===== src/rtl/ffa_pkg.sv =====
package ffa_pkg;

  // Heap geometry
  localparam int HEAP_UNITS = 256;
  localparam int ADDR_W     = 8;   // one entry per unit offset
  localparam int LEN_W      = 9;   // segment length, up to HEAP_UNITS
  localparam int SUM_W      = 10;  // offset plus length

  typedef enum logic [1:0] {
    ST_ALLOCATED = 2'd0,
    ST_NO_MEMORY = 2'd1,
    ST_FREED     = 2'd2,
    ST_BAD       = 2'd3
  } status_t;

  typedef enum logic {
    ACT_ALLOC = 1'b0,
    ACT_FREE  = 1'b1
  } action_t;

  typedef enum logic [3:0] {
    S_IDLE,
    S_A_RD,
    S_A_CHK,
    S_F_RD,
    S_F_CHKH,
    S_F_CHKN,
    S_F_PRD,
    S_F_CHKP,
    S_FIN,
    S_OUT
  } ctrl_state_t;

  typedef struct packed {
    logic       action;
    logic [8:0] request_size;
    logic [7:0] block_handle;
  } in_item_t;

  typedef struct packed {
    logic [1:0] status;
    logic [7:0] block_offset;
    logic [1:0] merge_count;
  } out_item_t;

  // One segment descriptor
  typedef struct packed {
    logic             start;
    logic             free;
    logic [LEN_W-1:0] len;
  } seg_word_t;

  typedef struct packed {
    logic              re;
    logic [ADDR_W-1:0] raddr;
    logic              we;
    logic [ADDR_W-1:0] waddr;
    seg_word_t         wdata;
  } seg_req_t;

  typedef struct packed {
    logic              re;
    logic [ADDR_W-1:0] raddr;
    logic              we;
    logic [ADDR_W-1:0] waddr;
    logic [ADDR_W-1:0] wdata;
  } prev_req_t;

  localparam seg_word_t SEG_RESET0 = '{start: 1'b1, free: 1'b1, len: LEN_W'(HEAP_UNITS)};
  localparam seg_word_t SEG_EMPTY  = '{start: 1'b0, free: 1'b0, len: '0};

endpackage


===== src/rtl/ffa_seg_mem.sv =====
module ffa_seg_mem
  import ffa_pkg::*;
(
  input  logic      clk,
  input  logic      rst_n,
  input  seg_req_t  req,
  output seg_word_t rdata
);

  seg_word_t mem [HEAP_UNITS];
  logic [HEAP_UNITS-1:0] written_r;
  seg_word_t mem_q_r;
  logic      hit_r;
  logic      zero_r;

  // storage, read registered
  always_ff @(posedge clk) begin
    if (req.we) begin
      mem[req.waddr] <= req.wdata;
    end
    if (req.re) begin
      mem_q_r <= mem[req.raddr];
      hit_r   <= written_r[req.raddr];
      zero_r  <= (req.raddr == '0);
    end
  end

  // per-entry written flags; unwritten entries read as their reset value
  always_ff @(posedge clk) begin
    if (!rst_n) begin
      written_r <= '0;
    end else if (req.we) begin
      written_r[req.waddr] <= 1'b1;
    end
  end

  assign rdata = hit_r ? mem_q_r : (zero_r ? SEG_RESET0 : SEG_EMPTY);

endmodule


===== config.mk =====
export PLATFORM = sky130hd
export DESIGN_NAME = ffa_seg_mem
export DESIGN_NICKNAME = d
export VERILOG_FILES = /design/src/rtl/ffa_pkg.sv /design/src/rtl/ffa_seg_mem.sv
export SDC_FILE = /design/constraint.sdc
export NUM_CORES = 2
export LEC_CHECK = 0
export BUFFER_PORTS_ARGS = -buffer_cell sky130_fd_sc_hd__buf_2
export CORE_ASPECT_RATIO = 1.5
export CORE_UTILIZATION = 40
export DETAILED_ROUTE_END_ITERATION = 6
export PLACE_DENSITY_LB_ADDON = 0.2
export SLEW_MARGIN = 10
export SYNTH_ARGS = -nofsm -noshare
export SYNTH_HDL_FRONTEND = slang
export SYNTH_SLANG_ARGS = --single-unit

===== constraint.sdc =====
create_clock -name clk -period 3.4 [get_ports clk]
set_input_delay 1.02 -clock clk [delete_from_list [all_inputs] [get_ports clk]]
set_output_delay 1.02 -clock clk [all_outputs]
set_load 0.02 [all_outputs]

* Yosys cells after proc, flatten, opt, wreduce, memory -nomap -nowiden
Memories as Yosys holds them, arrays and structs flattened. A register that Yosys moved wholly into a read port is not among the register bits.
Cells that the tools add are included.
** Storage, ports and cells
- Register bits after elaboration :: 258
- Input bits :: 31
- Memory bits (writable) :: 2816
- Bits in read-only memories :: 0
- Memories :: 1
- Bits in latches :: 0
- Output and inout port bits :: 11
** Operators by class
- Bitwise operators :: 1
- Multipliers :: 0
- $add $sub $neg :: 0
- Magnitude comparators :: 3
- Muxes and demuxes :: 8
- Div/mod/pow operators :: 0
- Shift operators :: 0
- Reductions and logical operators :: 2
- Equality and inequality tests :: 0
** Memory list
- mem :: depth 256, width 11, read ports 1, clocked after Yosys merged registers in 1, write ports 1, RTL line ffa_seg_mem.sv:10 : seg_word_t mem [HEAP_UNITS];
** Operators by type and width (number)
- $or 256x256->256 :: 1
- $mux 11 :: 2
- $lt 8x9->1 const B :: 2
- $bmux 1 s8 :: 1
- $demux 1 s8 :: 1
- $ge 8x1->1 const B :: 1
- $logic_not 8->1 :: 1
- $mux 1 :: 4
- $logic_and 1x1->1 :: 1

* Longest topological paths before layout
- Word-level depth :: 5
- Gate-level depth with buffers :: 13
- Gate-level depth less buffers :: 7

* Least setup slack after synthesis
Ideal clock, no wire load.
- Path type :: input to register
- Start :: input port req[20] (netlist name)
- End :: register, netlist name mem_q_r[0]
- Data required time :: 3.125 ns
- Path slack :: 0.076 ns
- Stages :: 9
- Arrival time :: 3.049 ns
- Setup time :: 0.275 ns
- Cells stage by stage :: buf_6 -> buf_2 -> buf_4 -> mux4_2 -> mux4_2 -> a22oi_1 -> o31ai_1 -> nand2_1 -> o221ai_1
** RTL lines
- start: declaration :: RTL line ffa_seg_mem.sv:6 : input seg_req_t req,

==> reports/qor_table.md <==
| Parameter | This run | Unit |
|:---|:---|:---|
| Row count | 245 | - |
| Portion of the post-synthesis area used by sequential elements | 0.756 | - |
| CP max FO | 16 | - |
| Area grow syn2layout | 18.9 | % |
| Sink count of the clock tree | 3085 | - |
| Commonest cells post-synth | sky130_fd_sc_hd__edfxtp_1, sky130_fd_sc_hd__mux4_2, sky130_fd_sc_hd__mux2i_1 | - |
| CP required | 4.00 | ns |
| Hold-fix buffers, CTS | 0 | - |
| Detailed-routing iteration count for the pre-antenna-repair pass | 7 | - |
| Total power divided by cell area | 556 | nW/um^2 |
| Ports placed on the boundary | 42 | - |
| Count of H-tree levels built during CTS | 5 | - |
| Final hold viol count | 0 | - |
| Setup CP Type | in -> reg | - |
| Final number of max-transition violations | 0 | - |
| Via count of the routed design | 63.9k | - |
| Detail Placement HPWL | 242 | mm |
| Layout net count | 7024 | - |
| Number of nets produced by synthesis | 6032 | - |
| Die X | 448 | um |
| Total Wirelength | 363 | mm |
| Initial standard-cell utilization of the core | 0.402 | - |
| Most area-consuming cells after synthesis | sky130_fd_sc_hd__edfxtp_1, sky130_fd_sc_hd__mux4_2, sky130_fd_sc_hd__dfxtp_1, sky130_fd_sc_hd__mux2i_1, sky130_fd_sc_hd__o21a_1 | - |
| Setup violators final | 0 | - |
| First-pass GRT wire length | 507 | mm |
| Post-synth top flop | sky130_fd_sc_hd__edfxtp_1 | - |
| Cell at the root of the clock tree | sky130_fd_sc_hd__clkbuf_16 | - |
| Y dimension of the die | 670 | um |
| Fraction of registers with async set or reset after synthesis | 0 | - |
| Mapped Area | 119000 | um^2 |
| Endpoint kind of the worst setup timing path | register | - |
| VDD IR-drop max | 0.339 | mV |
| Vias in the first global route | 65.4k | - |
| Clock transition at the registers of the reported paths | 0.07 | ns |
| Worst-Skew Late Latency | 0.86 | ns |
| Transition time at the pin with the least slew margin | 1.06 | ns |
| Violated checks | design-rule violations | - |
| Number of routed nets with antenna violations | 0 | - |
| Placeable Area | 296000 | um^2 |
| Max-capacitance violation count | 0 | - |
| Post-synth cell types | 67 | - |
| Arrival time of the worst setup path | 4.00 | ns |
| Share of layout cells above drive strength 1 | 0.297 | - |
| Pleak | 47.1 | nW |
| Number of warning messages in the yosys log | 0 | - |
| Via density per instance | 5.71 | - |
| Average detailed-routed wire length per instance | 32.4 | um |
| Global route total overflow | 0 | - |
| Max-slew headroom at the worst pin | 0.295 | - |
| Iteration-0 DRC count of the detailed router | 6867 | - |
| Flip-flop and latch count after synthesis | 3085 | - |
| Library cell with the highest instance count after synthesis | sky130_fd_sc_hd__edfxtp_1 | - |
| Antenna violations before repair | 19 | - |
| Final routed DRC violation total | 6 | - |
| TritonCTS Buffers | 288 | - |
| Period utilisation layout | 0.999 | - |
| Post-Route Setup TNS | 0 | ns |
| Die Area | 300000 | um^2 |
| Count of buffers from port buffering | 41 | - |
| Synthesized instance count | 6001 | - |
| Run status | finished with violations | - |
| Number of enable flip-flop cells after synthesis | 2829 | - |
| Largest net degree at the start of global routing | 84 | - |
| Largest buffer count on any clock path | 4 | - |
| CTS tree | yes | - |
| Gpl congestion | 0.890 | - |
| Maximum clock rate | 295 | MHz |
| Clock skew after layout | 0.0459 | ns |
| Combined global-route utilization of all metal layers | 0.240 | - |
| Average instance area after synthesis | 19.8 | um^2 |
| Post-synthesis cell type with the largest combined area | sky130_fd_sc_hd__edfxtp_1 | - |
| Final Core Density | 0.478 | - |
| Area share of the leading cell type in the synthesized netlist | 0.713 | - |
| RSZ-0062 raised after global routing | no | - |
| Worst Hold Class | reg -> reg | - |
| CP startpoint kind | input pin | - |
| Final Critical Period | 3.39 | ns |
layout make-up:
class / instances / area (um^2)
sequential: 3085 / 90100
antenna: 9 / 22.5
multi-input combinational: 2526 / 26900
timing repair buffer: 1084 / 10400
tap: 3952 / 4940
clock buffer: 399 / 8100
inverter: 8 / 43.8
fill: 24700 / 155000
clock inverter: 120 / 1160
flip-flops by register name (all words and copies together), names as in the netlist:
name / count
mem: 2816
written_r: 256
mem_q_r: 11
hit_r: 1
zero_r: 1
power by group:
part	internal [W]	leakage, nW	switching [W]
clock	0.0183	4.51	0.0140
combinational	0.00188	15.1	0.00309
sequential	0.0414	27.5	0.0000395
logic make-up (layout without fill, tap and decap cells):
family,Yosys count,in the layout,synth area share
AOI/OAI and AO/OA,791,791,0.0471
buffers and inverters,390,1611,0.0189
DFF,3085,3085,0.756
muxes,1055,1055,0.154
other,0,9,0
and+or+nand+nor,680,680,0.0239
worst max-delay path: stages:
cell and delay [ns]:
sky130_fd_sc_hd__buf_12 0.19, sky130_fd_sc_hd__buf_12 0.23, sky130_fd_sc_hd__buf_12 0.20, sky130_fd_sc_hd__mux4_2 0.55, sky130_fd_sc_hd__mux2i_1 0.27, sky130_fd_sc_hd__o21ai_0 0.21, sky130_fd_sc_hd__o311ai_1 0.55, sky130_fd_sc_hd__buf_4 0.24
sky130_fd_sc_hd__nand4_1 0.09, sky130_fd_sc_hd__nand3_1 0.21, sky130_fd_sc_hd__o311ai_1 0.14
worst paths after layout:
check,start,endpoint,slack [ns],cells after the start
setup / recovery,req[20],mem_q_r[6],0.005,11
hold / removal,written_r[15],written_r[15],0.46,1
setup reg to reg,mem[119][1],mem_q_r[1],0.54,8
hold reg to reg,written_r[15],written_r[15],0.46,1
metal layers:
metal  vias to the layer above  wire, um  global-route usage
met5                         -        17                   0
met4                         2     16500              0.0987
met3                       548     21400              0.0307
met2                      2369    188000               0.422
met1                     34300    136000               0.297
li1                      26600         -                   -
per-stage QoR:
step           hold WS (ns)  worst slack, ns  instances  cell area [um^2]  power, W
3_3_place_gp          0.441            -1.14      10700            132000    0.0472
6_report              0.462          0.00502      11200            142000    0.0788
2_1_floorplan         0.435           0.0764       6001            119000    0.0444
3_5_place_dp          0.448            -1.17      10700            132000    0.0473
5_1_grt               0.474           0.0102      11200            142000    0.0807
4_1_cts               0.463           0.0231      11200            142000    0.0793
placed cells by master (no fill, tap or decap), drive strengths merged, types with 20 or more instances in the layout:
| master | instances |
|---|---|
| mux2i | 426 |
| a221oi | 66 |
| buf | 1083 |
| nand3 | 31 |
| nor2 | 364 |
| o21a | 256 |
| a21oi | 108 |
| clkbuf | 400 |
| bufinv | 20 |
| o21ai | 85 |
| o22ai | 81 |
| o221ai | 75 |
| edfxtp | 2829 |
| dfxtp | 256 |
| nand2 | 182 |
| clkinv | 84 |
| a211oi | 21 |
| mux4 | 618 |
timing repair:
action | 4_1_cts | 5_1_grt
setup endpoints to repair | 2 | 4
setup buffers | 0 | 0
gates resized for setup | 3 | 8
pin swaps | 0 | 0
Power figures use the tool's default switching activity.
