`config.mk`:
```
export PLATFORM = sky130hd
export DESIGN_NAME = ffa_prev_mem
export DESIGN_NICKNAME = d
export VERILOG_FILES = /design/src/rtl/ffa_pkg.sv /design/src/rtl/ffa_prev_mem.sv
export SDC_FILE = /design/constraint.sdc
export NUM_CORES = 2
export LEC_CHECK = 0
export ABC_AREA = 0
export BUFFER_PORTS_ARGS = -buffer_cell sky130_fd_sc_hd__buf_2
export CAP_MARGIN = 0
export CORE_ASPECT_RATIO = 1.25
export CORE_UTILIZATION = 40
export DETAILED_ROUTE_END_ITERATION = 16
export SYNTH_ARGS = -nofsm -noshare
export SYNTH_HDL_FRONTEND = slang
export SYNTH_SLANG_ARGS = --single-unit
```
`constraint.sdc`:
```
create_clock -name clk -period 5.79 [get_ports clk]
set_clock_uncertainty 0.15 [all_clocks]
set_input_delay 0.2895 -clock clk [delete_from_list [all_inputs] [get_ports clk]]
set_output_delay 0.2895 -clock clk [all_outputs]
set_load 0.03 [all_outputs]
```
`src/rtl/ffa_pkg.sv`:
```
package ffa_pkg;

  // Heap geometry
  localparam int HEAP_UNITS = 256;
  localparam int ADDR_W     = 8;   // one entry per unit offset
  localparam int LEN_W      = 9;   // segment length, up to HEAP_UNITS
  localparam int SUM_W      = 10;  // offset plus length

  typedef enum logic [1:0] {
    ST_ALLOCATED = 2'd0,
    ST_NO_MEMORY = 2'd1,
    ST_FREED     = 2'd2,
    ST_BAD       = 2'd3
  } status_t;

  typedef enum logic {
    ACT_ALLOC = 1'b0,
    ACT_FREE  = 1'b1
  } action_t;

  typedef enum logic [3:0] {
    S_IDLE,
    S_A_RD,
    S_A_CHK,
    S_F_RD,
    S_F_CHKH,
    S_F_CHKN,
    S_F_PRD,
    S_F_CHKP,
    S_FIN,
    S_OUT
  } ctrl_state_t;

  typedef struct packed {
    logic       action;
    logic [8:0] request_size;
    logic [7:0] block_handle;
  } in_item_t;

  typedef struct packed {
    logic [1:0] status;
    logic [7:0] block_offset;
    logic [1:0] merge_count;
  } out_item_t;

  // One segment descriptor
  typedef struct packed {
    logic             start;
    logic             free;
    logic [LEN_W-1:0] len;
  } seg_word_t;

  typedef struct packed {
    logic              re;
    logic [ADDR_W-1:0] raddr;
    logic              we;
    logic [ADDR_W-1:0] waddr;
    seg_word_t         wdata;
  } seg_req_t;

  typedef struct packed {
    logic              re;
    logic [ADDR_W-1:0] raddr;
    logic              we;
    logic [ADDR_W-1:0] waddr;
    logic [ADDR_W-1:0] wdata;
  } prev_req_t;

  localparam seg_word_t SEG_RESET0 = '{start: 1'b1, free: 1'b1, len: LEN_W'(HEAP_UNITS)};
  localparam seg_word_t SEG_EMPTY  = '{start: 1'b0, free: 1'b0, len: '0};

endpackage

```
`src/rtl/ffa_prev_mem.sv`:
```
module ffa_prev_mem
  import ffa_pkg::*;
(
  input  logic              clk,
  input  prev_req_t         req,
  output logic [ADDR_W-1:0] rdata
);

  logic [ADDR_W-1:0] mem [HEAP_UNITS];
  logic [ADDR_W-1:0] rdata_r;

  // back links, written before first use
  always_ff @(posedge clk) begin
    if (req.we) begin
      mem[req.waddr] <= req.wdata;
    end
    if (req.re) begin
      rdata_r <= mem[req.raddr];
    end
  end

  assign rdata = rdata_r;

endmodule

```
# Word-level counts from Yosys, hierarchy flattened
# Memories as Yosys holds them, arrays and structs flattened. A register that Yosys moved wholly into a read port is not among the register bits.
# Index checks and enable logic that the tools add are counted.
# totals
register_bits	0
memories	1
romBits	0
ram_bits	2048
out_inout_bits	8
latch_bits	0
# op_classes
order_cmp	0
div	0
add_sub_neg	0
eq_ne	0
mul	0
n_shift	0
muxes	2
reduce_logical	0
bitwise_logic	0
# memory_table
name	words	width	rd	rd_ports_with_merged_regs	wr	line_no	rtl
mem	256	8	1	1	1	ffa_prev_mem.sv:9	logic [ADDR_W-1:0] mem [HEAP_UNITS];
# ops
op	count
1-bit two-way mux	2

# Logic depth before layout (Yosys ltp)
# depth
ltp_word	2
ltp_mapped	11

# Worst setup path after synthesis
# Ideal clock, no wire load.
# synth_path
path_type	in2reg
from	input req[17] in the netlist's numbering
to	register rdata_r[2] (netlist: rdata[2]) (read register of mem) (data pin)
slack_ns	3.274
t_required_ns	5.371
path_buffers	4
setup_ns	0.269
stages	9
t_arrival_ns	2.097
path_cell_list	buf_6 -> buf_12 -> buf_8 -> buf_2 -> mux4_2 -> a22oi_1 -> a21oi_1 -> nor4_1 -> nor4_2
# synth_rtl
item	line_no	rtl
from (decl)	ffa_prev_mem.sv:5	input prev_req_t req,
to (decl)	ffa_prev_mem.sv:10	logic [ADDR_W-1:0] rdata_r;

==> reports/qor.log <==
qor: run_status.run_status finished clean
qor: sta.maxSlewHeadroom 7.62%
qor: critical_path.regToRegStartpoint mem[26][3]
qor: synth.synth.distinct_cells 54
qor: cts.cts_tree done
qor: grt.grt_pass1_wl 287 mm
qor: grt.number_of_global_route_vias_before_repair 38800
qor: sta.drv_slew 0
qor: critical_path.start_point_of_the_critical_path req[17]
qor: cts.clock_sink_count 2056
qor: drt.number_of_antenna_violating_nets_in_the_routed_design 0
qor: cts.cts_repair_resize_count 0
qor: synth.synth.yosys.seq_area_share 77.5%
qor: floorplanning.rows 182
qor: final_layout.multi_input_comb_area 16500 sq um
qor: final_layout.fin_nets 3842
qor: synth.ys_async_sr_fraction 0%
qor: floorplanning.die-height 501 um
qor: drt.vias 38400
qor: drt.detailedRoute.firstIterationViolations 4266
qor: drt.drt-vias-per-instance 5.86
qor: critical_path.crit_fanout 60
qor: cts.ctsLongestPathBuffers 3
qor: sta.hold_slack 64.5 ps
qor: floorplanning.x_dimension_of_the_die 401 um
qor: critical_path.regToRegSetupSlack 2450 ps
qor: synth.netlist_instances 3733
qor: synth.synth_edf_count 2056
qor: critical_path.worst-path-buf-inv 3
qor: final_layout.final_cell_mix sky130_fd_sc_hd__edfxtp_1 (2056), sky130_fd_sc_hd__mux4_2 (454), sky130_fd_sc_hd__nor2_1 (279)
qor: critical_path.r2r_worst_path_depth 6
qor: hold_path.min_delay_path_depth 1
qor: critical_path.timing.critical_path.slowest_stage_cell sky130_fd_sc_hd__nor3_1
qor: power_and_ir_drop.power.total 29900 uW
qor: grt.globalRoute.totalOverflow 0
qor: synth.synth_area 79600 sq um
qor: placement.i_o_buffers 34
qor: floorplanning.initial_utilization 40.4%
qor: final_layout.areaGrowthSynthToFinish 11.1%
qor: grt.grt_antenna_before_repair 20
qor: drt.wl 201 mm
qor: cts.cts.repair_timing.setup_buffer_count 0
qor: synth.net_count_of_the_mapped_netlist 3760
qor: placement.placed_cell_area 82600 sq um
qor: hold_path.min_from req[5]
qor: final_layout.mostFrequentLayoutCell sky130_fd_sc_hd__edfxtp_1
qor: final_layout.sequential_cell_area 61700 sq um
qor: critical_path.worst_ep_required_time 6150 ps
qor: sta.timing_hold_violations_final 0
qor: cts.path_clk_slew 60 ps
qor: sta.grt_setup_unrepaired false
qor: critical_path.regToRegEndpoint rdata[3]
qor: critical_path.worstPathCellList buf_8, buf_12, buf_4, mux4_2, o22a_1, o21ai_0, a2111oi_0, nor3_1, nor4_2
qor: critical_path.crit_arrival 4040 ps
qor: critical_path.setup.worst_path.end_class flip-flop
qor: final_layout.postLayoutCellArea 88500 sq um
qor: power_and_ir_drop.power_per_cell_area 337 nW/um^2
qor: sta.portion_of_the_clock_cycle_consumed_by_the_worst_path_in_the_final_layout 63.5%
qor: cts.cts.htree.levels 4
qor: placement.dp_hpwl 122 mm
qor: synth.ys_dominant_reg_cell sky130_fd_sc_hd__edfxtp_1
qor: synth.synth_top_cell_area_share 77.5%
qor: floorplanning.die_area 201000 sq um
qor: sta.setup_viol_count_final 0
qor: sta.layout_min_cycle_time 3680 ps
qor: hold_path.min_path_type in -> reg
qor: synth.synth.yosys.warnings 0
qor: final_layout.layout-drive-gt1-share 21.5%
qor: critical_path.critical-path-max-stage-delay 1080 ps
qor: final_layout.count_of_filler_cells_inserted_in_the_layout 16600
qor: synth.avgSynthCellArea 21.3 sq um
qor: power_and_ir_drop.power.ir.vdd_worst 0.257 mV
qor: synth.synthTopCellsByArea sky130_fd_sc_hd__edfxtp_1 (78%), sky130_fd_sc_hd__mux4_2 (13%), sky130_fd_sc_hd__mux2i_1 (1.7%)
qor: placement.finalWeightedCongestion 0.802
qor: sta.totalNegativeSetupSlack 0 ps
qor: synth.synth_top_area_cell sky130_fd_sc_hd__edfxtp_1
qor: critical_path.start_kind primary input
qor: cts.cts_made_buffers 184
qor: critical_path.critical_path_class in -> reg
qor: drt.remaining_drc_errors 0
qor: drt.routedWlPerCell 30.8 um
qor: floorplanning.floorplan.core_area 197000 sq um
qor: run.drv.max_cap_violation_count 0
qor: grt.global_route.usage.total 19.9%
qor: grt.grt_max_degree 185
qor: sta.fmax 0.272 GHz
qor: final_layout.final_util 44.9%
qor: drt.first_pass_iters 6
qor: cts.clk_latency 820 ps
qor: synth.ff_latch_count_synth 2056
qor: hold_path.worst_hold_path_endpoint mem[253][5]
qor: floorplanning.ioPinCount 35
qor: cts.clock_tree.root_cell sky130_fd_sc_hd__clkbuf_16
qor: sta.tightest_slew 1370 ps
qor: power_and_ir_drop.power.static_leakage 0.0268 uW
qor: critical_path.critical-path-top-delay-family buffers and inverters
[stage by stage]
stage	cells	setup slack [ps]
detailed placement	6197	1180
global route	6545	2040
global placement	6196	1170
CTS	6541	2060
finish	6547	2110
floorplan	3733	3270
[sequential cells by signal (all words and copies together), names as in the netlist]
signal	flops
mem	2048
rdata	8
[cells by family (layout without fill, tap and decap cells)]
logic type,Yosys count,after routing,synth area share (%)
flip-flops,2056,2056,77.5
AO/OA/AOI/OAI,385,385,3.42
AND/OR/NAND/NOR,466,466,2.63
buffers and inverters,235,467,1.83
other,0,6,0
multiplexers,591,591,14.6
[Yosys cell counts, types with 10 or more instances]
cell type                     n
sky130_fd_sc_hd__mux4_2     454
sky130_fd_sc_hd__o22ai_1     28
sky130_fd_sc_hd__nor2_1     282
sky130_fd_sc_hd__nor3_1      22
sky130_fd_sc_hd__a21oi_1     96
sky130_fd_sc_hd__a221oi_1    13
sky130_fd_sc_hd__edfxtp_1  2056
sky130_fd_sc_hd__nand2_1     33
sky130_fd_sc_hd__buf_8       13
sky130_fd_sc_hd__a22oi_1    133
sky130_fd_sc_hd__nor4_1      24
sky130_fd_sc_hd__o211ai_1    10
sky130_fd_sc_hd__a211oi_1    16
sky130_fd_sc_hd__nand4_1     10
sky130_fd_sc_hd__nor2b_1     31
sky130_fd_sc_hd__mux2i_1    134
sky130_fd_sc_hd__buf_6       21
sky130_fd_sc_hd__o221ai_1    46
sky130_fd_sc_hd__clkbuf_1   111
sky130_fd_sc_hd__buf_1       22
sky130_fd_sc_hd__o21ai_0     10
sky130_fd_sc_hd__buf_2       31
sky130_fd_sc_hd__buf_4       27
sky130_fd_sc_hd__nand3_1     34
[routing by layer]
metal / vias up / GRT usage [%] / share of wire (%)
met2: 1580 / 33.1 / 50
met5: - / 0 / 0.054
met3: 271 / 3.44 / 7.5
li1: 15900 / - / -
met4: 16 / 6.27 / 2.7
met1: 20700 / 26.9 / 40
[layout make-up]
type                       count  share of cell area, %
antenna                        6                 0.0170
multi-input combinational   1442                   18.7
timing repair buffer         129                   1.32
tap                         2576                   3.64
inverter                       2                0.00849
clock buffer                 230                   5.52
sequential                  2056                   69.8
clock inverter               106                   1.03
[worst max path at each step]
stage	end	cells after the start
final	rdata[0]	9
after global routing	rdata[0]	9
after CTS	rdata[0]	9
after detailed placement	rdata[0]	9
after global placement	rdata[6]	8
after floorplan	rdata[2]	9
[worst register-to-register path: stages, from the launching register on]
cell                       delay, ps
sky130_fd_sc_hd__edfxtp_1        360
sky130_fd_sc_hd__mux4_2          460
sky130_fd_sc_hd__a22o_1          260
sky130_fd_sc_hd__a221oi_1        530
sky130_fd_sc_hd__o221ai_1        250
sky130_fd_sc_hd__a211oi_1        900
sky130_fd_sc_hd__nor4_1          130
[timing repair]
| action | 4_1_cts | 5_1_grt |
|---|---|---|
| hold buffers | 8 | 0 |
| hold endpoints to repair | 629 | 0 |
| setup endpoints to repair | 0 | 0 |
[report_power, final]
group	leakage, uW	internal (uW)	switching, uW	total [uW]
Sequential	0.0185	16400	19.4	16400
Clock	0.00284	6600	5340	11900
Combinational	0.00548	485	984	1470
Note: power is estimated with default switching activity, not from simulation.
