## src/rtl/ffa_pkg.sv

```systemverilog
package ffa_pkg;

  // Heap geometry
  localparam int HEAP_UNITS = 256;
  localparam int ADDR_W     = 8;   // one entry per unit offset
  localparam int LEN_W      = 9;   // segment length, up to HEAP_UNITS
  localparam int SUM_W      = 10;  // offset plus length

  typedef enum logic [1:0] {
    ST_ALLOCATED = 2'd0,
    ST_NO_MEMORY = 2'd1,
    ST_FREED     = 2'd2,
    ST_BAD       = 2'd3
  } status_t;

  typedef enum logic {
    ACT_ALLOC = 1'b0,
    ACT_FREE  = 1'b1
  } action_t;

  typedef enum logic [3:0] {
    S_IDLE,
    S_A_RD,
    S_A_CHK,
    S_F_RD,
    S_F_CHKH,
    S_F_CHKN,
    S_F_PRD,
    S_F_CHKP,
    S_FIN,
    S_OUT
  } ctrl_state_t;

  typedef struct packed {
    logic       action;
    logic [8:0] request_size;
    logic [7:0] block_handle;
  } in_item_t;

  typedef struct packed {
    logic [1:0] status;
    logic [7:0] block_offset;
    logic [1:0] merge_count;
  } out_item_t;

  // One segment descriptor
  typedef struct packed {
    logic             start;
    logic             free;
    logic [LEN_W-1:0] len;
  } seg_word_t;

  typedef struct packed {
    logic              re;
    logic [ADDR_W-1:0] raddr;
    logic              we;
    logic [ADDR_W-1:0] waddr;
    seg_word_t         wdata;
  } seg_req_t;

  typedef struct packed {
    logic              re;
    logic [ADDR_W-1:0] raddr;
    logic              we;
    logic [ADDR_W-1:0] waddr;
    logic [ADDR_W-1:0] wdata;
  } prev_req_t;

  localparam seg_word_t SEG_RESET0 = '{start: 1'b1, free: 1'b1, len: LEN_W'(HEAP_UNITS)};
  localparam seg_word_t SEG_EMPTY  = '{start: 1'b0, free: 1'b0, len: '0};

endpackage

```

## src/rtl/ffa_ctrl.sv

```systemverilog
module ffa_ctrl
  import ffa_pkg::*;
(
  input  logic              clk,
  input  logic              rst_n,
  input  logic              in_valid,
  output logic              in_ready,
  input  in_item_t          in_data,
  output logic              out_valid,
  input  logic              out_ready,
  output out_item_t         out_data,
  output seg_req_t          seg_req,
  input  seg_word_t         seg_rdata,
  output prev_req_t         prev_req,
  input  logic [ADDR_W-1:0] prev_rdata
);

  ctrl_state_t state_r, state_nxt;

  logic              op_r, op_nxt;
  logic [LEN_W-1:0]  size_r, size_nxt;
  logic [ADDR_W-1:0] hdl_r, hdl_nxt;
  logic [LEN_W-1:0]  pos_r, pos_nxt;
  logic [LEN_W-1:0]  lenh_r, lenh_nxt;
  logic [ADDR_W-1:0] prevh_r, prevh_nxt;
  logic [ADDR_W-1:0] next_r, next_nxt;
  logic [1:0]        merge_r, merge_nxt;
  logic [ADDR_W-1:0] fin_saddr_r, fin_saddr_nxt;
  seg_word_t         fin_sword_r, fin_sword_nxt;
  logic              fin_pen_r, fin_pen_nxt;
  logic [ADDR_W-1:0] fin_paddr_r, fin_paddr_nxt;
  logic [ADDR_W-1:0] fin_pdata_r, fin_pdata_nxt;
  out_item_t         res_r, res_nxt;
  out_item_t         out_data_r, out_data_nxt;
  logic              out_valid_r, out_valid_nxt;

  // decode of the descriptor just read
  logic             a_zero, a_fit, a_split, a_end;
  logic [SUM_W-1:0] a_sum, h_sum, np_end, mp_end;
  logic             h_bad, h_has_next, out_free;
  logic [LEN_W-1:0] merged_len;

  assign a_zero     = (seg_rdata.len == '0);
  assign a_fit      = seg_rdata.free && (seg_rdata.len >= size_r);
  assign a_split    = (seg_rdata.len > size_r);
  assign a_sum      = SUM_W'(pos_r) + SUM_W'(seg_rdata.len);
  assign a_end      = (a_sum >= SUM_W'(HEAP_UNITS));
  assign h_bad      = !seg_rdata.start || seg_rdata.free;
  assign h_sum      = SUM_W'(hdl_r) + SUM_W'(seg_rdata.len);
  assign h_has_next = (h_sum < SUM_W'(HEAP_UNITS));
  assign merged_len = seg_rdata.len + lenh_r;
  assign np_end     = SUM_W'(hdl_r) + SUM_W'(lenh_r);
  assign mp_end     = SUM_W'(prevh_r) + SUM_W'(merged_len);
  assign out_free   = !out_valid_r || out_ready;

  // next state
  always_comb begin
    state_nxt = state_r;
    case (state_r)
      S_IDLE: begin
        if (in_valid) begin
          if (in_data.action == ACT_FREE) begin
            state_nxt = S_F_RD;
          end else if (in_data.request_size == '0) begin
            state_nxt = S_OUT;
          end else begin
            state_nxt = S_A_RD;
          end
        end
      end
      S_A_RD:   state_nxt = S_A_CHK;
      S_A_CHK: begin
        if (a_zero) begin
          state_nxt = S_OUT;
        end else if (a_fit) begin
          state_nxt = S_FIN;
        end else if (a_end) begin
          state_nxt = S_OUT;
        end else begin
          state_nxt = S_A_RD;
        end
      end
      S_F_RD:   state_nxt = S_F_CHKH;
      S_F_CHKH: begin
        if (h_bad) begin
          state_nxt = S_OUT;
        end else if (h_has_next) begin
          state_nxt = S_F_CHKN;
        end else begin
          state_nxt = S_F_PRD;
        end
      end
      S_F_CHKN: state_nxt = S_F_PRD;
      S_F_PRD:  state_nxt = (hdl_r != '0) ? S_F_CHKP : S_FIN;
      S_F_CHKP: state_nxt = S_FIN;
      S_FIN:    state_nxt = S_OUT;
      S_OUT:    state_nxt = out_free ? S_IDLE : S_OUT;
      default:  state_nxt = S_IDLE;
    endcase
  end

  // datapath and memory requests
  always_comb begin
    op_nxt        = op_r;
    size_nxt      = size_r;
    hdl_nxt       = hdl_r;
    pos_nxt       = pos_r;
    lenh_nxt      = lenh_r;
    prevh_nxt     = prevh_r;
    next_nxt      = next_r;
    merge_nxt     = merge_r;
    fin_saddr_nxt = fin_saddr_r;
    fin_sword_nxt = fin_sword_r;
    fin_pen_nxt   = fin_pen_r;
    fin_paddr_nxt = fin_paddr_r;
    fin_pdata_nxt = fin_pdata_r;
    res_nxt       = res_r;
    out_data_nxt  = out_data_r;
    out_valid_nxt = out_valid_r;
    seg_req       = '0;
    prev_req      = '0;
    in_ready      = (state_r == S_IDLE);

    // result register drains independently
    if (out_valid_r && out_ready) begin
      out_valid_nxt = 1'b0;
    end

    case (state_r)
      S_IDLE: begin
        op_nxt    = in_data.action;
        size_nxt  = in_data.request_size;
        hdl_nxt   = in_data.block_handle;
        pos_nxt   = '0;
        merge_nxt = '0;
        res_nxt   = '{status: ST_BAD, block_offset: '0, merge_count: '0};
      end
      S_A_RD: begin
        seg_req.re    = 1'b1;
        seg_req.raddr = pos_r[ADDR_W-1:0];
      end
      S_A_CHK: begin
        if (a_zero) begin
          res_nxt = '{status: ST_NO_MEMORY, block_offset: '0, merge_count: '0};
        end else if (a_fit) begin
          fin_saddr_nxt = pos_r[ADDR_W-1:0];
          fin_pen_nxt   = 1'b0;
          if (a_split) begin
            // remainder becomes a new free segment right after
            seg_req.we      = 1'b1;
            seg_req.waddr   = pos_r[ADDR_W-1:0] + size_r[ADDR_W-1:0];
            seg_req.wdata   = '{start: 1'b1, free: 1'b1, len: seg_rdata.len - size_r};
            prev_req.we     = 1'b1;
            prev_req.waddr  = pos_r[ADDR_W-1:0] + size_r[ADDR_W-1:0];
            prev_req.wdata  = pos_r[ADDR_W-1:0];
            fin_sword_nxt   = '{start: 1'b1, free: 1'b0, len: size_r};
            fin_pen_nxt     = !a_end;
            fin_paddr_nxt   = a_sum[ADDR_W-1:0];
            fin_pdata_nxt   = pos_r[ADDR_W-1:0] + size_r[ADDR_W-1:0];
          end else begin
            fin_sword_nxt = '{start: 1'b1, free: 1'b0, len: seg_rdata.len};
          end
        end else if (a_end) begin
          res_nxt = '{status: ST_NO_MEMORY, block_offset: '0, merge_count: '0};
        end else begin
          pos_nxt = a_sum[LEN_W-1:0];
        end
      end
      S_F_RD: begin
        seg_req.re     = 1'b1;
        seg_req.raddr  = hdl_r;
        prev_req.re    = 1'b1;
        prev_req.raddr = hdl_r;
      end
      S_F_CHKH: begin
        lenh_nxt  = seg_rdata.len;
        prevh_nxt = prev_rdata;
        next_nxt  = h_sum[ADDR_W-1:0];
        if (!h_bad && h_has_next) begin
          seg_req.re    = 1'b1;
          seg_req.raddr = h_sum[ADDR_W-1:0];
        end
      end
      S_F_CHKN: begin
        // absorb a free follower
        if (seg_rdata.free) begin
          lenh_nxt      = merged_len;
          merge_nxt     = 2'd1;
          seg_req.we    = 1'b1;
          seg_req.waddr = next_r;
          seg_req.wdata = '{start: 1'b0, free: 1'b0, len: seg_rdata.len};
        end
      end
      S_F_PRD: begin
        if (hdl_r != '0) begin
          seg_req.re    = 1'b1;
          seg_req.raddr = prevh_r;
        end else begin
          fin_saddr_nxt = hdl_r;
          fin_sword_nxt = '{start: 1'b1, free: 1'b1, len: lenh_r};
          fin_pen_nxt   = (np_end < SUM_W'(HEAP_UNITS));
          fin_paddr_nxt = np_end[ADDR_W-1:0];
          fin_pdata_nxt = hdl_r;
        end
      end
      S_F_CHKP: begin
        fin_saddr_nxt = hdl_r;
        if (seg_rdata.free) begin
          // fold into the free predecessor
          seg_req.we    = 1'b1;
          seg_req.waddr = prevh_r;
          seg_req.wdata = '{start: 1'b1, free: 1'b1, len: merged_len};
          merge_nxt     = merge_r + 2'd1;
          fin_sword_nxt = '{start: 1'b0, free: 1'b0, len: lenh_r};
          fin_pen_nxt   = (mp_end < SUM_W'(HEAP_UNITS));
          fin_paddr_nxt = mp_end[ADDR_W-1:0];
          fin_pdata_nxt = prevh_r;
        end else begin
          fin_sword_nxt = '{start: 1'b1, free: 1'b1, len: lenh_r};
          fin_pen_nxt   = (np_end < SUM_W'(HEAP_UNITS));
          fin_paddr_nxt = np_end[ADDR_W-1:0];
          fin_pdata_nxt = hdl_r;
        end
      end
      S_FIN: begin
        seg_req.we     = 1'b1;
        seg_req.waddr  = fin_saddr_r;
        seg_req.wdata  = fin_sword_r;
        prev_req.we    = fin_pen_r;
        prev_req.waddr = fin_paddr_r;
        prev_req.wdata = fin_pdata_r;
        if (op_r == ACT_FREE) begin
          res_nxt = '{status: ST_FREED, block_offset: hdl_r, merge_count: merge_r};
        end else begin
          res_nxt = '{status: ST_ALLOCATED, block_offset: pos_r[ADDR_W-1:0],
                      merge_count: '0};
        end
      end
      S_OUT: begin
        if (out_free) begin
          out_data_nxt  = res_r;
          out_valid_nxt = 1'b1;
        end
      end
      default: begin
      end
    endcase
  end

  // control registers
  always_ff @(posedge clk) begin
    if (!rst_n) begin
      state_r     <= S_IDLE;
      out_valid_r <= 1'b0;
    end else begin
      state_r     <= state_nxt;
      out_valid_r <= out_valid_nxt;
    end
  end

  // payload registers
  always_ff @(posedge clk) begin
    op_r        <= op_nxt;
    size_r      <= size_nxt;
    hdl_r       <= hdl_nxt;
    pos_r       <= pos_nxt;
    lenh_r      <= lenh_nxt;
    prevh_r     <= prevh_nxt;
    next_r      <= next_nxt;
    merge_r     <= merge_nxt;
    fin_saddr_r <= fin_saddr_nxt;
    fin_sword_r <= fin_sword_nxt;
    fin_pen_r   <= fin_pen_nxt;
    fin_paddr_r <= fin_paddr_nxt;
    fin_pdata_r <= fin_pdata_nxt;
    res_r       <= res_nxt;
    out_data_r  <= out_data_nxt;
  end

  assign out_valid = out_valid_r;
  assign out_data  = out_data_r;

  // never read and write the same descriptor in one cycle
  a_no_rw_clash: assert property (@(posedge clk) disable iff (!rst_n)
    !(seg_req.we && seg_req.re && seg_req.waddr == seg_req.raddr))
    else $error("descriptor read and write collide");

  // walk pointer stays inside the heap
  a_pos_range: assert property (@(posedge clk) disable iff (!rst_n)
    (state_r == S_A_RD) |-> (pos_r < LEN_W'(HEAP_UNITS)))
    else $error("walk beyond heap");

  // only a free beat carries merges
  a_merge_only_free: assert property (@(posedge clk) disable iff (!rst_n)
    (out_valid && out_data.status != ST_FREED) |-> (out_data.merge_count == '0))
    else $error("merge count on non-free beat");

  // a new beat is only loaded once the previous one is gone
  a_no_overwrite: assert property (@(posedge clk) disable iff (!rst_n)
    (out_valid_r && !out_ready) |=> (out_valid_r && $stable(out_data_r)))
    else $error("result beat overwritten");

endmodule

```

## config.mk

```make
export PLATFORM = sky130hd
export DESIGN_NAME = ffa_ctrl
export DESIGN_NICKNAME = d
export VERILOG_FILES = /design/src/rtl/ffa_pkg.sv /design/src/rtl/ffa_ctrl.sv
export SDC_FILE = /design/constraint.sdc
export NUM_CORES = 1
export LEC_CHECK = 0
export BUFFER_PORTS_ARGS = -buffer_cell sky130_fd_sc_hd__buf_4
export CAP_MARGIN = 20
export CORE_MARGIN = 3
export CORE_UTILIZATION = 45
export CTS_CLUSTER_DIAMETER = 40
export DETAILED_ROUTE_END_ITERATION = 7
export HOLD_SLACK_MARGIN = 0.02
export SETUP_SLACK_MARGIN = 0.1
export SLEW_MARGIN = 25
export SYNTH_ARGS = -nofsm -noshare
export SYNTH_HDL_FRONTEND = slang
export SYNTH_SLANG_ARGS = --single-unit
```

## constraint.sdc

```tcl
create_clock -name clk -period 8.7 [get_ports clk]
set_input_delay 2.61 -clock clk [delete_from_list [all_inputs] [get_ports clk]]
set_output_delay 2.61 -clock clk [all_outputs]
set_load 0.02 [all_outputs]
```

# After elaboration in Yosys (flattened, before gate mapping)
# Index checks and enable logic that the tools add are counted.
totals:
  out_inout_bits: 69
  elab_cells: 151
  ff_bits: 119
  input_bits: 41
op_classes:
  n_addsub: 8
  muxes: 69
  n_eq_ne: 20
  order_cmp: 6
  n_reduce_logical: 25
op_table:
  columns: ["cell", "count"]
  rows:
  - ["$mux 20", 5]
  - ["$mux 8", 12]
  - ["$pmux 20 s4", 1]
  - ["$mux 9", 8]
  - ["$pmux 8 s3", 3]
  - ["$mux 17", 3]
  - ["$mux 12", 4]
  - ["$mux 11", 4]
  - ["$pmux 4 s10", 1]
  - ["$mux 4", 9]
  - ["$pmux 12 s3", 1]
  - ["$pmux 9 s2", 2]
  - ["$pmux 9 s4", 1]
  - ["$pmux 17 s2", 1]
  - ["$pmux 11 s3", 1]
  - ["$add 8x9->10", 3]
  - ["$lt 10x9->1 const B", 3]
  - ["$logic_not 9->1", 2]
  - ["$ne 2x2->1 const B", 9]
  - ["$eq 4x3->1 const B", 4]
  - ["$add 9x9->10", 1]
  - ["$ge 10x9->1 const B", 1]
  - ["$add 9x9->9", 1]
  - ["$ge 9x9->1", 1]
  - ["other kinds (23)", 47]

# Depth between registers and ports, before layout
# Gate-level depths: netlist of run 1.
logic_depth:
  word_depth: 7
  depth_mapped: 13
  depth_no_buf: 13

# Worst setup path after synthesis of run 1
# Ideal clock, no wire load.
synth_timing:
  path_kind: "input -> output"
  start: "input seg_rdata[0] (netlist name)"
  end: "output seg_req[20] (netlist name)"
  required_time_ps: 6090
  setup_slack_ps: 1463
  stages: 9
  arrival_ps: 4627
  n_path_buf: 0
  path_cell_list: "ha_1 > inv_1 > fa_1 > nor2b_1 > o31ai_1 > a21oi_1 > or2_2 > a2111oi_4 > a221o_1"
synth_lines:
  columns: ["item", "line", "rtl"]
  rows:
  - ["from (decl)", "ffa_ctrl.sv:13", "input seg_word_t seg_rdata,"]
  - ["to (decl)", "ffa_ctrl.sv:12", "output seg_req_t seg_req,"]

==> flow_metrics.tcl, run 1 <==
set metrics [dict create \
    hold_viol 0 \
    synthXorXnorAreaFrac 0.0460 \
    ys_top_cells_by_area "edfxtp_1 43%, ha_1 9.2%, nand2_1 3.8%, o21ai_0 3.8%, mux2i_1 3.3%" \
    drive_above_1_share 0.201 \
    overflow 0 \
    port_buffers 109 \
    syn_area_sq_um 8010 \
    netlist_instances 778 \
    cp_data_arrival_time_ns 5.18 \
    cts-root-buf "clkbuf_16" \
    min-delay-start "res_r[8]" \
    grt_pass1_wl_microns 44300 \
    cts_max_level 4 \
    swShare 0.434 \
    worst_slew_margin_rel 0.316 \
    seq_area_frac_synth 0.440 \
    timing.rr.end "fin_paddr_r[4]" \
    ys_ff_latch 119 \
    dieHeight_microns 139 \
    cts.sinks 119 \
    remaining_drc_errors 0 \
    dpl-instance-area_sq_um 9150 \
    fp.dieW_microns 139 \
    r2r_cells 6 \
    syn_nets 885 \
    rrSetupSlack_ns 4.53 \
    post_cts_buffers 0 \
    synth-simple-area-share 0.140 \
    cts.path.max_buffers 2 \
    cts_buffers 17 \
    fp.dieArea_sq_um 19400 \
    grt_pass1_vias 6973 \
    worstMarginPinSlew_ns 1.03 \
    tritoncts "done" \
    worstSetupPathType "in -> out" \
    fin_util 0.562 \
    pwr-share-comb 0.453 \
    ys_warn_count 0 \
    row_count 48 \
    io_pins 110 \
    critPathCaptureType "output pin" \
    grt_antenna_before_repair 0 \
    period_minus_slack_ns 7.79 \
    finalSetupViolCount 0 \
    drt-pass1-iter-count 6 \
    wl_per_cell_microns 26.6 \
    diodes 0 \
    ys_types 60 \
    synth_edf_count 114 \
    rsz0062_at_grt "no" \
    fmaxAchievable_ghz 0.128 \
    via_count 7295 \
    finalSetupTns_ns 0 \
    async_flop_share 0 \
    path_clk_slew_ns 0.06 \
    peakVddDrop_v 0.000183 \
    cp.required_ns 6.09 \
    maxCapViolCount 0 \
    ys_top_cells_by_count "114 x edfxtp_1, 82 x nand2_1, 67 x nor2_1, 61 x o21ai_0, 59 x ha_1" \
    postCtsHoldBufs 0 \
    p_leak_nw 3.97 \
    grtUsageTotal 0.306 \
    timing.final.crit_share 0.896 \
    start_util 0.461 \
    clock_latency_ns 0.43 \
    whs_ns 0.423 \
    coreArea_sq_um 17400 \
    finalMaxSlewViolations 0 \
    gp_congestion 0.982 \
    r2r_start "state_r[1]" \
    ys.flop_type "edfxtp_1" \
    min_path_cells 0 \
    synth_compound_area_frac 0.191 \
    synth_area_per_cell_sq_um 10.3 \
    cts_resized 0 \
    intPower_mw 1.85 \
    fillers 1546 \
    post_drt_via_cell_ratio 6.43 \
    hp-class "reg -> reg" \
    synth_top_family_by_area "compound AO/OA/AOI/OAI gates" \
    hpwl_microns 22100 \
    worst_setup_path_start_kind "input pin" \
    power_density_nw_per_um2 335 \
    p_clk_frac 0.227 \
    final.setup_skew_ns 0.0117 \
    yosysTopAreaCell "edfxtp_1" \
    min_to "out_data[8]" \
    fin_area_sq_um 9760 \
    synth.top_cell.area_share 0.428 \
    final_antenna_net_count 0 \
    switchingPower_mw 1.42 \
    wl_microns 30100 \
    synth_fa_ha_area_frac 0.110 \
    grt_max_degree 41 \
    cp_max_fo 9 \
    synth_most_common_cell "edfxtp_1" \
    status "finished, final reports clean" \
    area_delta_synth_final_pct 21.9 \
    synthMuxAreaShare 0.0424 \
    pwr-share-seq 0.319 \
    nets 1003 \
    drtIter0Drc 902 \
]
==> power by group through the flow <==
| stage | registers, mW | logic [mW] | clock network (mW) |
|---|---|---|---|
| floorplan | 0.924 | 0.985 | 0 |
| global placement | 1.04 | 1.43 | 0 |
| detailed placement | 1.04 | 1.44 | 0 |
| CTS | 1.03 | 1.45 | 0.750 |
| global route | 1.04 | 1.59 | 0.780 |
| finish | 1.04 | 1.48 | 0.742 |
==> final cells by class <==
type,count,area [sq um],share of cell area
multi-input combinational,599,4270,0.438
sequential,119,3520,0.361
timing repair buffer,127,953,0.0977
clock buffer,17,425,0.0436
tap,225,282,0.0289
clock inverter,15,184,0.0189
inverter,32,120,0.0123
==> cells in the final DEF, fill, tap and decap left out, types with 12 or more instances in the layout <==
cell / instances
buf_4: 127
a21oi_1: 28
ha_1: 59
clkbuf_16: 17
nand2_1: 82
o21ai_0: 60
nor2_1: 66
inv_1: 31
xnor2_1: 28
edfxtp_1: 114
a222oi_1: 16
a21o_1: 13
nor3_1: 16
mux2i_1: 26
xor2_1: 14
a221o_1: 12
==> how the worst max path moves through the flow <==
stage               depth (start not counted)          from          end
CTS                                        11  seg_rdata[0]  seg_req[26]
floorplan                                   9  seg_rdata[0]  seg_req[20]
global route                               11  seg_rdata[0]  seg_req[22]
finish                                     11  seg_rdata[0]  seg_req[26]
detailed placement                         11  seg_rdata[0]  seg_req[24]
global placement                           11  seg_rdata[0]  seg_req[20]
==> state kept, by name, summed over array words and instances (netlist names), 9 cells and up <==
name,cells
size_r,9
res_r,12
fin_sword_r,11
out_data,12
lenh_r,9
pos_r,9
==> critical path, stage by stage <==
cell	delay (ns)
buf_4	0.15
ha_1	0.22
inv_1	0.07
fa_1	0.20
nor2b_1	0.07
o31ai_1	0.31
a21oi_1	0.15
or2_2	0.35
a2111oi_4	0.62
a221o_1	0.27
buf_4	0.14
==> cell families after synthesis <==
logic type	after synthesis
compound gates	218
xor+xnor	42
fa+ha+maj	66
buf+inv	60
flops	119
mux	33
simple gates	240
==> metrics by stage <==
step	cells	setup WS, ns	power (mW)
global placement	1102	0.993	2.46
detailed placement	1102	0.945	2.48
floorplan	778	1.46	1.91
global route	1134	0.706	3.42
finish	1134	0.908	3.26
CTS	1134	0.938	3.23
==> per-layer routing <==
layer / vias up / wire [microns] / track usage
met1: 3570 / 12700 / 0.429
li1: 3210 / - / -
met3: 62 / 3010 / 0.0739
met4: 0 / 787 / 0.100
met5: - / 0 / 0
met2: 453 / 13700 / 0.470
(Power assumes the default switching activity.)
==> inputs of run 2 (changes only) <==
- MAX_ROUTING_LAYER: default -> met4
==> flow_metrics.tcl, run 2 (same netlist as run 1, synthesis figures left out) <==
set metrics [dict create \
    port_buffers 109 \
    cts_buffers 17 \
    fillers 1532 \
    diodes 0 \
    io_pins 110 \
    hp-class "reg -> reg" \
    cts_resized 0 \
    switchingPower_mw 1.37 \
    grtUsageTotal 0.310 \
    period_minus_slack_ns 7.83 \
    dieHeight_microns 139 \
    drive_above_1_share 0.200 \
    wl_microns 29500 \
    path_clk_slew_ns 0.06 \
    grt_pass1_vias 6978 \
    post_drt_via_cell_ratio 6.32 \
    hpwl_microns 22100 \
    p_clk_frac 0.216 \
    peakVddDrop_v 0.000242 \
    max_stage_delay_ns 0.65 \
    post_cts_buffers 0 \
    worst_slew_margin_rel 0.311 \
    status "complete, but fails checks" \
    r2r_start "state_r[1]" \
    rrSetupSlack_ns 4.85 \
    pwr-share-comb 0.454 \
    row_count 48 \
    cts_max_level 4 \
    drt-pass1-iter-count 8 \
    grt_max_degree 41 \
    worst_setup_path_start_kind "input pin" \
    crit_family "compound AO/OA/AOI/OAI gates" \
    drtIter0Drc 930 \
    worstMarginPinSlew_ns 1.03 \
    nets 1004 \
    cp.required_ns 6.09 \
    fmaxAchievable_ghz 0.128 \
    pwr-share-seq 0.330 \
    worstSetupPathType "in -> out" \
    fp.dieW_microns 139 \
    final.setup_skew_ns 0.0109 \
    cts.path.max_buffers 2 \
    intPower_mw 1.81 \
    p_leak_nw 3.95 \
    slowest_stage "a2111oi_4" \
    rsz0062_at_grt "no" \
    timing.rr.end "fin_paddr_r[4]" \
    min_path_cells 0 \
    cts.sinks 119 \
    maxCapViolCount 0 \
    min-delay-start "res_r[10]" \
    final_common_cell "buf_4" \
    via_count 7174 \
    finalSetupTns_ns 0 \
    start_util 0.461 \
    critPathCaptureType "output pin" \
    area_delta_synth_final_pct 21.4 \
    swShare 0.431 \
    power_density_nw_per_um2 326 \
    fin_area_sq_um 9720 \
    timing.final.crit_share 0.900 \
    final_antenna_net_count 0 \
    cp_max_fo 9 \
    final_cell_mix "128 x buf_4, 114 x edfxtp_1, 82 x nand2_1, 66 x nor2_1, 60 x o21ai_0" \
    hold_viol 0 \
    cp_data_arrival_time_ns 5.22 \
    clock_latency_ns 0.42 \
    violations "DRC" \
    dpl-instance-area_sq_um 9160 \
    wl_per_cell_microns 26.0 \
    coreArea_sq_um 17400 \
    whs_ns 0.420 \
    overflow 0 \
    worstPathCellList "buf_4 -> ha_1 -> inv_1 -> fa_1 -> nor2b_1 -> o31ai_1 -> a21oi_1 -> or2_2 -> a2111oi_4 -> a221o_1 -> buf_4" \
    finalSetupViolCount 0 \
    gp_congestion 0.991 \
    postCtsHoldBufs 0 \
    grt_antenna_before_repair 0 \
    remaining_drc_errors 17 \
    cts-root-buf "clkbuf_16" \
    grt_pass1_wl_microns 43800 \
    fp.dieArea_sq_um 19400 \
    worstPathBufferInverterCount 3 \
    finalMaxSlewViolations 0 \
    cp_common_cell "buf_4" \
    r2r_cells 7 \
    tritoncts "done" \
    min_to "out_data[10]" \
]
run 2: metrics by stage:
| step | power [mW] | utilization | std cells | setup WS (ns) |
|---|---|---|---|---|
| after CTS | 3.15 | 0.560 | 1135 | 0.932 |
| after detailed placement | 2.46 | 0.528 | 1103 | 0.924 |
| after floorplan | 1.91 | - | 778 | 1.46 |
| after global placement | 2.44 | 0.527 | 1103 | 0.976 |
| after global routing | 3.34 | 0.560 | 1135 | 0.638 |
| final | 3.17 | 0.560 | 1135 | 0.874 |
run 2: how the worst max path moves through the flow:
stage	from	endpoint	slack, ns	depth (start not counted)
final	seg_rdata[0]	seg_req[25]	0.87	11
after global routing	seg_rdata[0]	seg_req[25]	0.64	11
after CTS	seg_rdata[0]	seg_req[25]	0.93	11
after detailed placement	seg_rdata[0]	seg_req[20]	0.92	11
after global placement	seg_rdata[0]	seg_req[21]	0.98	11
after floorplan	seg_rdata[0]	seg_req[20]	1.46	9
run 2: power by group through the flow:
stage	combinational, mW	sequential, mW	clock, mW
after global routing	1.57	1.05	0.718
after detailed placement	1.41	1.05	0
after CTS	1.42	1.04	0.690
final	1.44	1.05	0.684
after global placement	1.40	1.04	0
after floorplan	0.985	0.924	0
run 2: layout make-up:
class                      instances  area, sq um  share of cell area
sequential                       119         3520               0.362
timing repair buffer             128          961              0.0988
inverter                          32          120              0.0124
multi-input combinational        599         4270               0.439
clock inverter                    15          139              0.0143
tap                              225          282              0.0290
clock buffer                      17          425              0.0438
run 2: metal layers:
layer  wire (microns)  GRT usage  vias up
met1            12500      0.424     3481
met5                0          -        -
met2            13200      0.461      421
met3             2850     0.0670       57
li1                 -          -     3215
met4             1010      0.106        0
